--- src/sv/csvrt_pkg.sv ---
`timescale 1ns / 1ps
// csvrt_pkg: types, codes and sizing constants for the CSV row tokenizer.
// Used by every module of the block; depends on nothing.
package csvrt_pkg;

    localparam int MAX_COLUMNS = 256;
    localparam int ROW_BITS    = 16;
    // field index runs to MAX_COLUMNS-1, a field count to MAX_COLUMNS
    localparam int CNT_W       = $clog2(MAX_COLUMNS + 1);

    localparam int QDEPTH      = 2;
    localparam int QPTR_W      = (QDEPTH > 1) ? $clog2(QDEPTH) : 1;
    localparam int QCNT_W      = $clog2(QDEPTH + 1);

    localparam logic [7:0] CH_COMMA   = 8'h2C;
    localparam logic [7:0] CH_QUOTE   = 8'h22;
    localparam logic [7:0] CH_NEWLINE = 8'h0A;

    localparam logic CMD_DATA = 1'b0;
    localparam logic CMD_END  = 1'b1;

    typedef enum logic [2:0] {
        K_BYTE     = 3'd0,
        K_FIELD    = 3'd1,
        K_ROW      = 3'd2,
        K_MISMATCH = 3'd3,
        K_OVERFLOW = 3'd4,
        K_DONE     = 3'd5
    } kind_t;

    typedef struct packed {
        logic       cmd;
        logic [7:0] text_byte;
    } item_t;

    typedef struct packed {
        kind_t       kind;
        logic [7:0]  out_byte;
        logic [7:0]  column;
        logic [15:0] row;
        logic        is_header;
        logic [8:0]  found_count;
        logic [8:0]  expected_count;
        logic        failed;
        logic        last;
    } res_t;

    // one queue entry: the results caused by one input transaction
    typedef struct packed {
        logic two;
        res_t r0;
        res_t r1;
    } job_t;

endpackage

--- src/sv/csv_row_tokenizer.sv ---
`timescale 1ns / 1ps
// csv_row_tokenizer: top level; front classifier, job queue and result back end.
// Depends on csvrt_pkg, csvrt_front, csvrt_queue, csvrt_back.
//
// Takes one byte (or end-of-data) per cycle and turns it into zero, one or two
// result transactions: field bytes, field ends, row ends, mismatch/overflow errors
// and done. Input takes one transaction per cycle as long as the two-entry job
// queue has room; output gives one result per cycle while res_stall is low, so
// only transactions that cause two results (a comma that overflows the column
// limit, end of data that closes an open line) take the output twice. A result
// reaches the output through a queue slot and the output register: the front is
// combinational and writes the job into the queue when the transaction is taken;
// the back loads it into the output register after earlier results. No clearing
// pass after reset; end of data returns all parse state to its reset value.
module csv_row_tokenizer (
    input  logic             clk,
    input  logic             rst_n,
    input  logic             item_valid,
    output logic             item_stall,
    input  csvrt_pkg::item_t item,
    output logic             res_valid,
    input  logic             res_stall,
    output csvrt_pkg::res_t  res
);
    import csvrt_pkg::*;

    logic acc;
    logic push;
    logic full;
    logic pop;
    logic head_valid;
    job_t job;
    job_t head;

    assign item_stall = full;
    assign acc        = item_valid && !item_stall;

    csvrt_front u_front (
        .clk   (clk),
        .rst_n (rst_n),
        .acc   (acc),
        .item  (item),
        .push  (push),
        .job   (job)
    );

    csvrt_queue u_queue (
        .clk        (clk),
        .rst_n      (rst_n),
        .push       (push),
        .wr_job     (job),
        .full       (full),
        .pop        (pop),
        .head_valid (head_valid),
        .head       (head)
    );

    csvrt_back u_back (
        .clk        (clk),
        .rst_n      (rst_n),
        .head_valid (head_valid),
        .head       (head),
        .pop        (pop),
        .res_valid  (res_valid),
        .res        (res),
        .res_stall  (res_stall)
    );

    // a mismatch report always carries two different counts
    a_mismatch_counts: assert property (@(posedge clk) disable iff (!rst_n)
        res_valid && res.kind == K_MISMATCH |-> res.found_count != res.expected_count)
        else $error("mismatch with equal counts");

    // the header line is always row zero
    a_header_row: assert property (@(posedge clk) disable iff (!rst_n)
        res_valid && res.is_header |-> res.row == '0)
        else $error("header result with nonzero row");

    // done ends the transaction's results and carries no column or header mark
    a_done_shape: assert property (@(posedge clk) disable iff (!rst_n)
        res_valid && res.kind == K_DONE |-> res.last && res.column == '0 && !res.is_header)
        else $error("malformed done result");

    // a pushed job never lands in a full queue
    a_no_overfill: assert property (@(posedge clk) disable iff (!rst_n)
        full |-> !push)
        else $error("job pushed into full queue");

endmodule

--- src/sv/csvrt_front.sv ---
`timescale 1ns / 1ps
// csvrt_front: per-byte parse state and classification; builds at most one job per transaction.
// Depends on csvrt_pkg.
module csvrt_front (
    input  logic            clk,
    input  logic            rst_n,
    input  logic            acc,
    input  csvrt_pkg::item_t item,
    output logic            push,
    output csvrt_pkg::job_t job
);
    import csvrt_pkg::*;

    logic                iq_reg, iq_next;
    logic                qp_reg, qp_next;
    logic                ls_reg, ls_next;
    logic                hs_reg, hs_next;
    logic [CNT_W-1:0]    hc_reg, hc_next;
    logic [CNT_W-1:0]    fi_reg, fi_next;
    logic [ROW_BITS-1:0] rc_reg, rc_next;
    logic                err_reg, err_next;

    logic [CNT_W-1:0]    count;
    logic                mism;
    logic                iq_eff;
    logic                has;
    logic [ROW_BITS-1:0] done_rc;
    logic                done_err;
    res_t                fin;
    res_t                dn;

    function automatic res_t mk(kind_t k, logic [7:0] b, logic [CNT_W-1:0] fi,
                                logic [ROW_BITS-1:0] rc, logic hs,
                                logic [CNT_W-1:0] fc, logic [CNT_W-1:0] ec);
        res_t r;
        r.kind           = k;
        r.out_byte       = b;
        r.column         = 8'(fi);
        r.row            = 16'(rc);
        r.is_header      = !hs;
        r.found_count    = 9'(fc);
        r.expected_count = 9'(ec);
        r.failed         = 1'b0;
        r.last           = 1'b0;
        return r;
    endfunction

    assign count = fi_reg + CNT_W'(1);
    assign mism  = hs_reg && (count != hc_reg);

    always_comb
    begin
        iq_next  = iq_reg;
        qp_next  = qp_reg;
        ls_next  = ls_reg;
        hs_next  = hs_reg;
        hc_next  = hc_reg;
        fi_next  = fi_reg;
        rc_next  = rc_reg;
        err_next = err_reg;
        job      = '0;
        has      = 1'b0;
        iq_eff   = iq_reg;
        done_rc  = rc_reg;
        done_err = err_reg;

        // line close: row end, or mismatch in its place
        fin = mk(mism ? K_MISMATCH : K_ROW, 8'h00, fi_reg, rc_reg, hs_reg,
                 mism ? count : '0, mism ? hc_reg : '0);

        if (item.cmd == CMD_END)
        begin
            has = 1'b1;
            if (!err_reg && ls_reg)
            begin
                job.two  = 1'b1;
                job.r0   = fin;
                done_rc  = mism ? rc_reg : rc_reg + ROW_BITS'(1);
                done_err = mism;
            end
            dn        = mk(K_DONE, 8'h00, '0, done_rc, 1'b1, '0, '0);
            dn.failed = done_err;
            if (job.two)
                job.r1 = dn;
            else
                job.r0 = dn;
            iq_next  = 1'b0;
            qp_next  = 1'b0;
            ls_next  = 1'b0;
            hs_next  = 1'b0;
            hc_next  = '0;
            fi_next  = '0;
            rc_next  = '0;
            err_next = 1'b0;
        end
        else
        begin
            dn = '0;
            if (!err_reg)
            begin
                if (item.text_byte == CH_NEWLINE)
                begin
                    if (ls_reg)
                    begin
                        has    = 1'b1;
                        job.r0 = fin;
                        if (!hs_reg)
                        begin
                            hc_next = count;
                            hs_next = 1'b1;
                        end
                        err_next = mism;
                        if (!mism)
                            rc_next = rc_reg + ROW_BITS'(1);
                        iq_next = 1'b0;
                        qp_next = 1'b0;
                        ls_next = 1'b0;
                        fi_next = '0;
                    end
                end
                else
                begin
                    ls_next = 1'b1;
                    if (qp_reg && item.text_byte == CH_QUOTE)
                    begin
                        // doubled quote inside quotes: one literal quote
                        qp_next = 1'b0;
                        has     = 1'b1;
                        job.r0  = mk(K_BYTE, CH_QUOTE, fi_reg, rc_reg, hs_reg, '0, '0);
                    end
                    else
                    begin
                        if (qp_reg)
                        begin
                            qp_next = 1'b0;
                            iq_eff  = 1'b0;
                            iq_next = 1'b0;
                        end
                        if (item.text_byte == CH_QUOTE)
                        begin
                            if (iq_eff)
                                qp_next = 1'b1;
                            else
                                iq_next = 1'b1;
                        end
                        else if (item.text_byte == CH_COMMA && !iq_eff)
                        begin
                            has    = 1'b1;
                            job.r0 = mk(K_FIELD, 8'h00, fi_reg, rc_reg, hs_reg, '0, '0);
                            if (count >= CNT_W'(MAX_COLUMNS))
                            begin
                                job.two  = 1'b1;
                                job.r1   = mk(K_OVERFLOW, 8'h00, fi_reg, rc_reg, hs_reg,
                                              '0, '0);
                                err_next = 1'b1;
                            end
                            else
                            begin
                                fi_next = count;
                            end
                        end
                        else
                        begin
                            has    = 1'b1;
                            job.r0 = mk(K_BYTE, item.text_byte, fi_reg, rc_reg, hs_reg,
                                        '0, '0);
                        end
                    end
                end
            end
        end
    end

    assign push = acc && has;

    always_ff @(posedge clk or negedge rst_n)
    begin
        if (!rst_n)
        begin
            iq_reg  <= 1'b0;
            qp_reg  <= 1'b0;
            ls_reg  <= 1'b0;
            hs_reg  <= 1'b0;
            hc_reg  <= '0;
            fi_reg  <= '0;
            rc_reg  <= '0;
            err_reg <= 1'b0;
        end
        else if (acc)
        begin
            iq_reg  <= iq_next;
            qp_reg  <= qp_next;
            ls_reg  <= ls_next;
            hs_reg  <= hs_next;
            hc_reg  <= hc_next;
            fi_reg  <= fi_next;
            rc_reg  <= rc_next;
            err_reg <= err_next;
        end
    end

endmodule

--- src/sv/csvrt_queue.sv ---
`timescale 1ns / 1ps
// csvrt_queue: short job queue between the front and back parts.
// Depends on csvrt_pkg.
module csvrt_queue (
    input  logic            clk,
    input  logic            rst_n,
    input  logic            push,
    input  csvrt_pkg::job_t wr_job,
    output logic            full,
    input  logic            pop,
    output logic            head_valid,
    output csvrt_pkg::job_t head
);
    import csvrt_pkg::*;

    job_t              slot_reg [QDEPTH];
    logic [QPTR_W-1:0] wr_ptr_reg;
    logic [QPTR_W-1:0] rd_ptr_reg;
    logic [QCNT_W-1:0] cnt_reg;

    assign full       = (cnt_reg == QCNT_W'(QDEPTH));
    assign head_valid = (cnt_reg != '0);
    assign head       = slot_reg[rd_ptr_reg];

    function automatic logic [QPTR_W-1:0] bump(logic [QPTR_W-1:0] p);
        return (p == QPTR_W'(QDEPTH - 1)) ? '0 : p + QPTR_W'(1);
    endfunction

    always_ff @(posedge clk or negedge rst_n)
    begin
        if (!rst_n)
        begin
            wr_ptr_reg <= '0;
            rd_ptr_reg <= '0;
            cnt_reg    <= '0;
        end
        else
        begin
            if (push)
                wr_ptr_reg <= bump(wr_ptr_reg);
            if (pop)
                rd_ptr_reg <= bump(rd_ptr_reg);
            if (push && !pop)
                cnt_reg <= cnt_reg + QCNT_W'(1);
            else if (pop && !push)
                cnt_reg <= cnt_reg - QCNT_W'(1);
        end
    end

    always_ff @(posedge clk)
    begin
        if (push)
            slot_reg[wr_ptr_reg] <= wr_job;
    end

endmodule

--- src/sv/csvrt_back.sv ---
`timescale 1ns / 1ps
// csvrt_back: unpacks queued jobs into single results and drives the output register.
// Depends on csvrt_pkg.
module csvrt_back (
    input  logic            clk,
    input  logic            rst_n,
    input  logic            head_valid,
    input  csvrt_pkg::job_t head,
    output logic            pop,
    output logic            res_valid,
    output csvrt_pkg::res_t res,
    input  logic            res_stall
);
    import csvrt_pkg::*;

    logic out_v_reg;
    logic sec_v_reg;
    res_t out_reg;
    res_t out_next;
    res_t sec_reg;
    logic load;

    assign load      = !out_v_reg || !res_stall;
    // the held second result goes out before the next job is taken
    assign pop       = load && !sec_v_reg && head_valid;
    assign res_valid = out_v_reg;
    assign res       = out_reg;

    always_comb
    begin
        out_next = out_reg;
        if (sec_v_reg)
        begin
            out_next      = sec_reg;
            out_next.last = 1'b1;
        end
        else if (head_valid)
        begin
            out_next      = head.r0;
            out_next.last = !head.two;
        end
    end

    always_ff @(posedge clk or negedge rst_n)
    begin
        if (!rst_n)
        begin
            out_v_reg <= 1'b0;
            sec_v_reg <= 1'b0;
        end
        else if (load)
        begin
            out_v_reg <= sec_v_reg || head_valid;
            if (sec_v_reg)
                sec_v_reg <= 1'b0;
            else if (head_valid)
                sec_v_reg <= head.two;
        end
    end

    always_ff @(posedge clk)
    begin
        if (load)
            out_reg <= out_next;
        if (pop)
            sec_reg <= head.r1;
    end

endmodule
--- config.mk ---
export PLATFORM = sky130hd
export DESIGN_NAME = csv_row_tokenizer
export DESIGN_NICKNAME = d
export VERILOG_FILES = /design/src/sv/csvrt_pkg.sv /design/src/sv/csv_row_tokenizer.sv /design/src/sv/csvrt_front.sv /design/src/sv/csvrt_queue.sv /design/src/sv/csvrt_back.sv
export SDC_FILE = /design/constraint.sdc
export NUM_CORES = 1
export LEC_CHECK = 0
export ABC_AREA = 1
export BUFFER_PORTS_ARGS = -buffer_cell sky130_fd_sc_hd__buf_2
export CORE_ASPECT_RATIO = 0.9
export CORE_MARGIN = 1.5
export CORE_UTILIZATION = 55
export CTS_CLUSTER_DIAMETER = 80
export DETAILED_ROUTE_END_ITERATION = 10
export PLACE_DENSITY = 0.81
export SYNTH_ARGS = -nofsm -noshare
export SYNTH_HDL_FRONTEND = slang
export SYNTH_SLANG_ARGS = --single-unit
--- constraint.sdc ---
create_clock -name clk -period 6 [get_ports clk]
set_clock_uncertainty 0.2 [all_clocks]
set_input_delay 0.6 -clock clk [delete_from_list [all_inputs] [get_ports clk]]
set_output_delay 0.6 -clock clk [all_outputs]
set_load 0.01 [all_outputs]
; Word-level counts from Yosys, hierarchy flattened
; Memory sizes are Yosys's and may differ from the RTL's.
; Cells that the tools add are included.
[totals]
register_bits = 156
ram_bits = 226
input_bits = 13
output_inout_bits = 58
elab_cells = 173
memories = 1
[classes]
n_addsub = 6
n_lt_le_gt_ge = 1
n_eq_ne = 11
mux = 89
reduce_logical = 35
[mem_list]
columns = name, depth, width, rd, rd_ports_with_merged_regs, wr, line
row1 = u_queue.slot_reg, 2, 113, 1, 0, 1, csvrt_queue.sv:16  ; job_t slot_reg [QDEPTH];
[op_table]
columns = cell, count
row1 = two-way mux 56 bit, 11
row2 = two-way mux 113 bit, 3
row3 = two-way mux 9 bit, 15
row4 = two-way mux 57 bit, 2
row5 = two-way mux 16 bit, 6
row6 = two-way mux 54 bit, 1
row7 = two-way mux 1 bit, 49
row8 = "adder 16 x 1 -> 16 bit, second input constant", 1
row9 = "== test 8 x 6 -> 1 bit, second input constant", 2
row10 = "inequality test 3 x 2 -> 1 bit, second input constant", 4
row11 = logical AND 1 bit, 10
row12 = zero test 1 bit, 10
row13 = nonzero test 2 bit, 5
row14 = "adder 9 x 1 -> 9 bit, second input constant", 1
row15 = ">= comparator 9 bit, second input constant", 1
row16 = inequality test 9 bit, 1
row17 = "== test 8 x 4 -> 1 bit, second input constant", 1
row18 = AND reduction 4 bit, 2
row19 = AND reduction 7 bit, 1
row20 = AND reduction 5 bit, 1
row21 = two-way mux 2 bit, 2
row22 = "inequality test 2 bit, second input constant", 2
row23 = AND reduction 2 bit, 2
row24 = AND reduction 3 bit, 1
row25 = 6 further kinds, 8

; Logic depth before layout (Yosys ltp)
; Gate-level depths: netlist (run 1).
[depth]
word_depth = 14
mapped_depth = 15
depth_no_buf = 14

; Cells and area by module
; A second synthesis (run 1) with hierarchy kept.
[unflattened]
hier_cells = 1218
hier_area_um2 = 16230.6
[by_module_without_submodules]
columns = module, n_inst, cells_each, area_per_inst_um2, seq_area_each_um2
row1 = csvrt_queue, 1, 377, 8609.5, 6886.6
row2 = csvrt_back, 1, 304, 4146.5, 3383.2
row3 = csvrt_front, 1, 535, 3464.6, 975.9
row4 = csv_row_tokenizer, 1, 2, 10.0, 0.0

; Least setup slack after synthesis (run 1)
; OpenSTA, ideal clock, no wires.
[synth_timing]
path_type = input-to-reg
startpoint = in item[2] (netlist bit)
endpoint = mem u_queue.slot_reg[1][100] (netlist bit), enable pin
t_arrival_ns = 4.699
required_time_ns = 5.274
path_slack_ns = 0.575
stages = 10
n_path_buf = 0
cell_sequence = inv_2 > nand2_1 > nor3_1 > nand4_1 > nor2_1 > inv_1 > nand3_1 > nand2_1 > nand2_1 > nor2_1
[synth_via]
elab_chain_cells = 9
[synth_rtl]
columns = item, line
row1 = from (decl), csv_row_tokenizer.sv:20  ; input csvrt_pkg::item_t item,
row2 = == test 8 x 6 -> 1 bit, "csvrt_front.sv:124, csvrt_front.sv:139"
row3 = two-way mux 1 bit or logical AND 1 bit (tied branches), "csvrt_front.sv:139, csvrt_front.sv:124"
row4 = two-way mux 1 bit, csvrt_front.sv:124  ; if (qp_reg && item.text_byte == CH_QUOTE)
row5 = two-way mux 1 bit *, csvrt_front.sv:101  ; if (item.text_byte == CH_NEWLINE)
row6 = two-way mux 1 bit *, csvrt_front.sv:99  ; if (!err_reg)
row7 = two-way mux 1 bit *, csvrt_front.sv:71  ; if (item.cmd == CMD_END)
row8 = logical AND 1 bit *, csvrt_front.sv:174  ; assign push = acc && has;
row9 = two-way mux 1 bit *, csvrt_queue.sv:52  ; if (push)
row10 = two-way mux 1 bit (implied by the code) *, csvrt_queue.sv:53  ; slot_reg[wr_ptr_reg] <= wr_job;
row11 = to (decl), csvrt_queue.sv:16
; Every way passes the cells marked *; elsewhere a longest branch is shown, timed or not.

==> results of run 1 <==
cell type report:
cell class / instances / area (um2)
Clock buffer: 39 / 863
Clock inverter: 14 / 198
Fill cell: 1527 / 7810
Inverter: 79 / 297
Multi-Input combinational cell: 651 / 3030
Sequential cell: 295 / 8630
Tap cell: 291 / 364
Timing Repair Buffer: 80 / 440
worst reg2reg max path, cell delays in order, from the launching register on:
cell	delay, ps
dfrtp_1	440
ha_1	260
nand2_1	150
nand2_1	150
nand2_1	90
nand2_1	50
nor2_1	110
nand3_1	120
nor2_1	180
nand3_2	130
nand2_4	380
inv_2	110
nand2_4	200
nor2_1	120
cell families (layout without fill, tap and decap cells):
group           count (synthesis)  in the layout  synth area share, %
flops                         295            295                 71.2
compound gates                167            167                 7.64
buf+inv                       121            212                 4.11
xor+xnor                       16             16                 1.16
fa+ha+maj                       3              3                0.310
simple gates                  465            465                 15.6
per-layer routing:
layer	up-vias	part of all wire [%]	GRT usage [%]
met4	0	2.8	7.35
met1	3895	41	29.5
met5	-	0	0
li1	3785	-	-
met3	61	7.0	4.13
met2	357	49	38.8
through the flow:
step                area, um2  power [W]  std cells  hold slack, ps
finish                  13800    0.00679       1449             235
global route            13800    0.00711       1449             244
CTS                     13800    0.00681       1449             223
detailed placement      12800    0.00486       1395             297
global placement        12800    0.00481       1395             290
floorplan               12100    0.00426       1067             104
worst max path at each step:
stage,startpoint,to,slack [ps],cells after the start
final,u_front.fi_reg[0],u_queue.slot_reg[1][62],3050,13
after global routing,u_front.fi_reg[0],u_queue.slot_reg[1][59],2850,14
after CTS,u_front.fi_reg[0],u_queue.slot_reg[0][62],3080,13
after detailed placement,item[2],u_queue.slot_reg[1][59],2620,12
after global placement,item[2],u_queue.slot_reg[1][59],2660,12
after floorplan,item[2],u_queue.slot_reg[1][100],570,10
synthesized netlist by cell type (all sizes together) (15+ instances only):
cell,n,area (um2)
xor2,15,131
dfrtp,45,1130
inv,79,297
o21ai,78,443
nand3,32,165
nand2,231,882
nor3,21,105
a21oi,66,334
nor2,170,671
o22ai,18,113
edfxtp,250,7510
clkbuf,28,105
what timing repair did:
item	in CTS	in global routing
gates resized for setup	0	0
hold endpoints to repair	45	0
hold buffers	1	0
power groups by stage:
stage	clock network [W]	logic, W	registers, W
floorplan	0	0.000908	0.00335
detailed placement	0	0.00165	0.00321
CTS	0.00197	0.00166	0.00318
finish	0.00195	0.00166	0.00318
global route	0.00205	0.00183	0.00323
global placement	0	0.00161	0.00320
==> out/qor.txt, run 1 <==
Internal: 0.00468 W
Core Area: 21600 um2
Die H: 144 um
Peak per-stage delay on the critical path: 440 ps
Setup slack at placement: 2620 ps
Fmax achieved: 339 MHz
Finished Core Util: 63.9%
Post-DR vias/cell: 5.59
RSZ-0062 raised after global routing: false
Reg clk slew, reported paths: 60 ps
Longest Clk Path Bufs: 3
Leak pwr: 5.40 nW
Hold crit path type: in -> reg
Power per Cell Area: 491 nW/um2
Post-synth ARST share: 15.3%
Seq/Total Area, Yosys: 71.2%
CTS tree: built
Count of different cell masters after synthesis: 34
Slowest CP cell: dfrtp_1
Tightest Pin Transition: 1230 ps
R2r setup slk: 3050 ps
RR Endpoint: u_queue.slot_reg[1][62]
Kind of critical path: reg -> reg
Number of CTS-inserted buffers: 29
Sequential power share: 46.8%
IO buf count: 70
Largest net degree at the start of global routing: 85
Hold EP: u_queue.slot_reg[0][107]
DR pass1 iterations: 5
Postcts setup bufs: 0
Clk pwr share: 28.8%
Crit path max fanout: 36
Initial DRC Count: 926
Worst Hold Launch: item[6]
Post-synth EDFFs: 250
Mapped Nets: 1083
# IOs: 71
Initial antenna violation count: 0
Family with the most delay on the worst path: simple AND/OR/NAND/NOR gates
Most frequent cells in the layout: edfxtp_1 (250), nand2_1 (229), nor2_1 (163)
Fin nets: 1152
CP Cell Sequence: ha_1, nand2_1, nand2_1, nand2_1, nand2_1, nor2_1, nand3_1, nor2_1, nand3_2, nand2_4, inv_2, nand2_4, nor2_1
Layout cells sized above 1: 14.6%
Worst endpoint required time: 6070 ps
Final period util: 49.2%
Tmin final: 2950 ps
Num rows: 51
Max Slew Vio Count: 0
Buf/Inv on CP: 1
Post-DP HPWL: 15300 um
Worst path most repeated cell: nand2_1
Clk sinks: 295
Detail Route Antenna Nets: 0
Clock latency on the worst-skew pair: 540 ps
Synth Area per Inst: 11.4 um2
Max cap viols: 0
Die Area: 22900 um2
Sw Ratio: 31.0%
Yosys warning total: 0
Routed WL per cell: 17.8 um
Number of remaining DRC errors: 0
Outcome: complete, no violations
Max reg flops: 166
Critical path arrival: 3020 ps
Main synth FF type: edfxtp_1
Initial core utilization: 56.1%
Setup violators final: 0
Worst r2r path cells: 13
Mapped Area: 12100 um2
Total number of vias: 8098
Global route overflow: 0
First-pass GRT wire length: 40700 um
H-tree depth: 1
Comb pwr share: 24.4%
Final GP Congestion: 0.904
Detailed Route WL: 25800 um
Switch Pwr: 0.00211 W
CP endpoint kind: flip-flop
Vias in the first global route: 7915
Global-route total usage across every layer: 22.6%
Gate count of the mapped netlist: 1067
Worst IR Drop VDD: 0.259 mV
Hold path cells: 3
Most common cell after layout, fill and taps aside: edfxtp_1
Yosys reg bits: 295
Area Growth Syn to Fin: 14.0%
Antenna cells: 0
Worst r2r src: u_front.fi_reg[0]
Setup tns final: 0 ps
Die W: 160 um
Root Driver: clkbuf_16
Final hold violations: 0
Worst Setup Start Kind: flip-flop
Slew margin rel.: 17.6%
Setup ws final: 3050 ps
Note: power is estimated with default switching activity, not from simulation.
==> run 2, diff against run 1 <==
==> constraint.sdc (replaced) <==
create_clock -name clk -period 3 [get_ports clk]
set_clock_uncertainty 0.2 [all_clocks]
set_input_delay 0.3 -clock clk [delete_from_list [all_inputs] [get_ports clk]]
set_output_delay 0.3 -clock clk [all_outputs]
set_load 0.01 [all_outputs]
==> run 2 against run 1 <==
Via count is 3.4% higher. Global-route usage is 1.1 points higher. Final cell count is 1.4% higher. First-iteration DRC count is 17% higher. Critical endpoint is now u_queue.slot_reg[1][58]. Largest power group unchanged. Highest routed layer unchanged.
==> out/qor.txt, run 2 (synthesis results as in run 1) <==
Die H: 144 um (unchanged)
CTS tree: built (unchanged)
Max Slew Vio Count: 0 (unchanged)
DR pass1 iterations: 6 (was 5)
Die W: 160 um (unchanged)
R2r setup slk: 180 ps (was 3050 ps)
Reg clk slew, reported paths: 60 ps (about the same)
Slowest CP cell: dfrtp_1 (unchanged)
Initial core utilization: 56.1% (unchanged)
Worst path most repeated cell: nand2_1 (unchanged)
Detailed Route WL: 26900 um (was 25800 um)
Final hold violations: 0 (unchanged)
Tightest Pin Transition: 959 ps (was 1230 ps)
Tmin final: 2820 ps (was 2950 ps)
Core Area: 21600 um2 (unchanged)
CP Cell Sequence: ha_1, nand2_1, nand2_1, nand2_1, nand2_1, nor2_1, nand3_1, nor2_1, nand3_2, nand2_8, inv_2, nand2_4, nor2_1 (was ha_1, nand2_1, nand2_1, nand2_1, nand2_1, nor2_1, nand3_1, nor2_1, nand3_2, nand2_4, inv_2, nand2_4, nor2_1)
Root Driver: clkbuf_16 (unchanged)
Slew margin rel.: 36.1% (was 17.6%)
Worst IR Drop VDD: 0.541 mV (was 0.259 mV)
Fin nets: 1172 (was 1152)
Number of remaining DRC errors: 0 (unchanged)
Most common cell after layout, fill and taps aside: edfxtp_1 (unchanged)
Global route overflow: 0 (unchanged)
Kind of critical path: reg -> reg (unchanged)
Crit path max fanout: 36 (unchanged)
Longest Clk Path Bufs: 3 (unchanged)
CP endpoint kind: flip-flop (unchanged)
Setup violators final: 0 (unchanged)
Most frequent cells in the layout: edfxtp_1 (250), nand2_1 (228), nor2_1 (162) (was edfxtp_1 (250), nand2_1 (229), nor2_1 (163))
Max cap viols: 0 (unchanged)
FILL cells: 1556 (was 1527)
Number of CTS-inserted buffers: 29 (unchanged)
Initial DRC Count: 1079 (was 926)
Buf/Inv on CP: 1 (unchanged)
Max reg flops: 166 (unchanged)
Area Growth Syn to Fin: 14.4% (was 14.0%)
Post-DP HPWL: 16000 um (was 15300 um)
# IOs: 71 (unchanged)
Leak pwr: 5.40 nW (about the same)
Area after DPL: 12900 um2 (was 12800 um2)
Comb pwr share: 26.2% (was 24.4%)
Num rows: 51 (unchanged)
Routed WL per cell: 18.3 um (was 17.8 um)
Switch Pwr: 0.00422 W (was 0.00211 W)
Worst Setup Start Kind: flip-flop (unchanged)
Sw Ratio: 32.0% (was 31.0%)
Outcome: complete, no violations (unchanged)
IO buf count: 70 (unchanged)
Total number of vias: 8377 (was 8098)
Antenna cells: 0 (unchanged)
Detail Route Antenna Nets: 0 (unchanged)
Initial antenna violation count: 0 (unchanged)
Final period util: 94.0% (was 49.2%)
Clk sinks: 295 (unchanged)
Hold crit path type: in -> reg (unchanged)
Fin area: 13900 um2 (was 13800 um2)
Setup ws final: 181 ps (was 3050 ps)
Met2 Track Usage GR: 42.2% (was 38.8%)
Met3 usage: 3.17% (was 4.13%)
Layout cells sized above 1: 13.9% (was 14.6%)
Global-route total usage across every layer: 23.8% (was 22.6%)
H-tree depth: 1 (unchanged)
Die Area: 22900 um2 (unchanged)
Post-layout power: 0.0132 W (was 0.00679 W)
Critical path arrival: 2890 ps (was 3020 ps)
Clk pwr share: 25.6% (was 28.8%)
RSZ-0062 raised after global routing: false (unchanged)
Gr busiest metal: met2 (unchanged)
Peak per-stage delay on the critical path: 430 ps (was 440 ps)
Family with the most delay on the worst path: simple AND/OR/NAND/NOR gates (unchanged)
Fmax achieved: 355 MHz (was 339 MHz)
Sequential power share: 48.2% (was 46.8%)
Largest net degree at the start of global routing: 63 (was 85)
Post-DR vias/cell: 5.70 (was 5.59)
Internal: 0.00896 W (was 0.00468 W)
Met1 Use GR: 30.5% (was 29.5%)
First-pass GRT wire length: 42600 um (was 40700 um)
Worst endpoint required time: 3080 ps (was 6070 ps)
Setup slack at placement: 210 ps (was 2620 ps)
Final GP Congestion: 0.901 (was 0.904)
Vias in the first global route: 8374 (was 7915)
Power per Cell Area: 950 nW/um2 (was 491 nW/um2)
Clock latency on the worst-skew pair: 540 ps (about the same)
run 2: per-layer routing:
metal	vias to the layer above	part of all wire, %
li1	3831	-
met1	4063	40
met2	419	50
met5	-	0
met3	64	7.7
met4	0	2.5
run 2: final timing paths:
check / start / to / cells past startpoint
min in group asynchronous: rst_n / u_front.rc_reg[14] / 2
worst min register to register: u_queue.slot_reg[0][40] / u_back.sec_reg[40] / 2
max in group asynchronous: rst_n / u_front.rc_reg[6] / 3
worst min-delay path: item_valid / u_front.ls_reg / 3
worst max register to register: u_front.fi_reg[0] / u_queue.slot_reg[1][58] / 13
worst max-delay path: u_front.fi_reg[0] / u_queue.slot_reg[1][58] / 13
run 2: per-stage QoR:
step	std cells	util (%)	hold WS (ps)	TNS (ps)
after global routing	1470	64.1	92.5	0
after global placement	1404	59.4	271	0
after CTS	1470	64.0	19.2	0
after detailed placement	1404	59.4	283	0
after floorplan	1067	-	-196	-120850
final	1470	64.1	35.8	0
run 2: power groups by stage:
stage / Clock [W] / Sequential [W] / Combinational, W
6_report: 0.00337 / 0.00635 / 0.00345
5_1_grt: 0.00357 / 0.00645 / 0.00379
4_1_cts: 0.00341 / 0.00635 / 0.00344
3_5_place_dp: 0 / 0.00642 / 0.00340
3_3_place_gp: 0 / 0.00637 / 0.00331
2_1_floorplan: 0 / 0.00664 / 0.00184
run 2: timing repair:
item                                    4_1_cts  5_1_grt
resized for setup                             0        3
hold buffers                                 12        0
buffers inserted                              0        0
endpoints found under the setup margin        0       51
hold endpoints to repair                     48        0
run 2: cell type report:
class / instances / area [um2] / share of cell area (%)
clock inverters: 6 / 55.1 / 0.397
clock buffers: 48 / 827 / 5.96
inverters: 79 / 297 / 2.14
well taps: 291 / 364 / 2.63
flip-flops and latches: 295 / 8630 / 62.3
repair buffers: 100 / 643 / 4.64
multi-input cells: 651 / 3050 / 22.0
run 2: tightest hold or removal path: stages:
cell and delay (ps):
buf_2 70, o21ai_1 170, o22ai_1 170
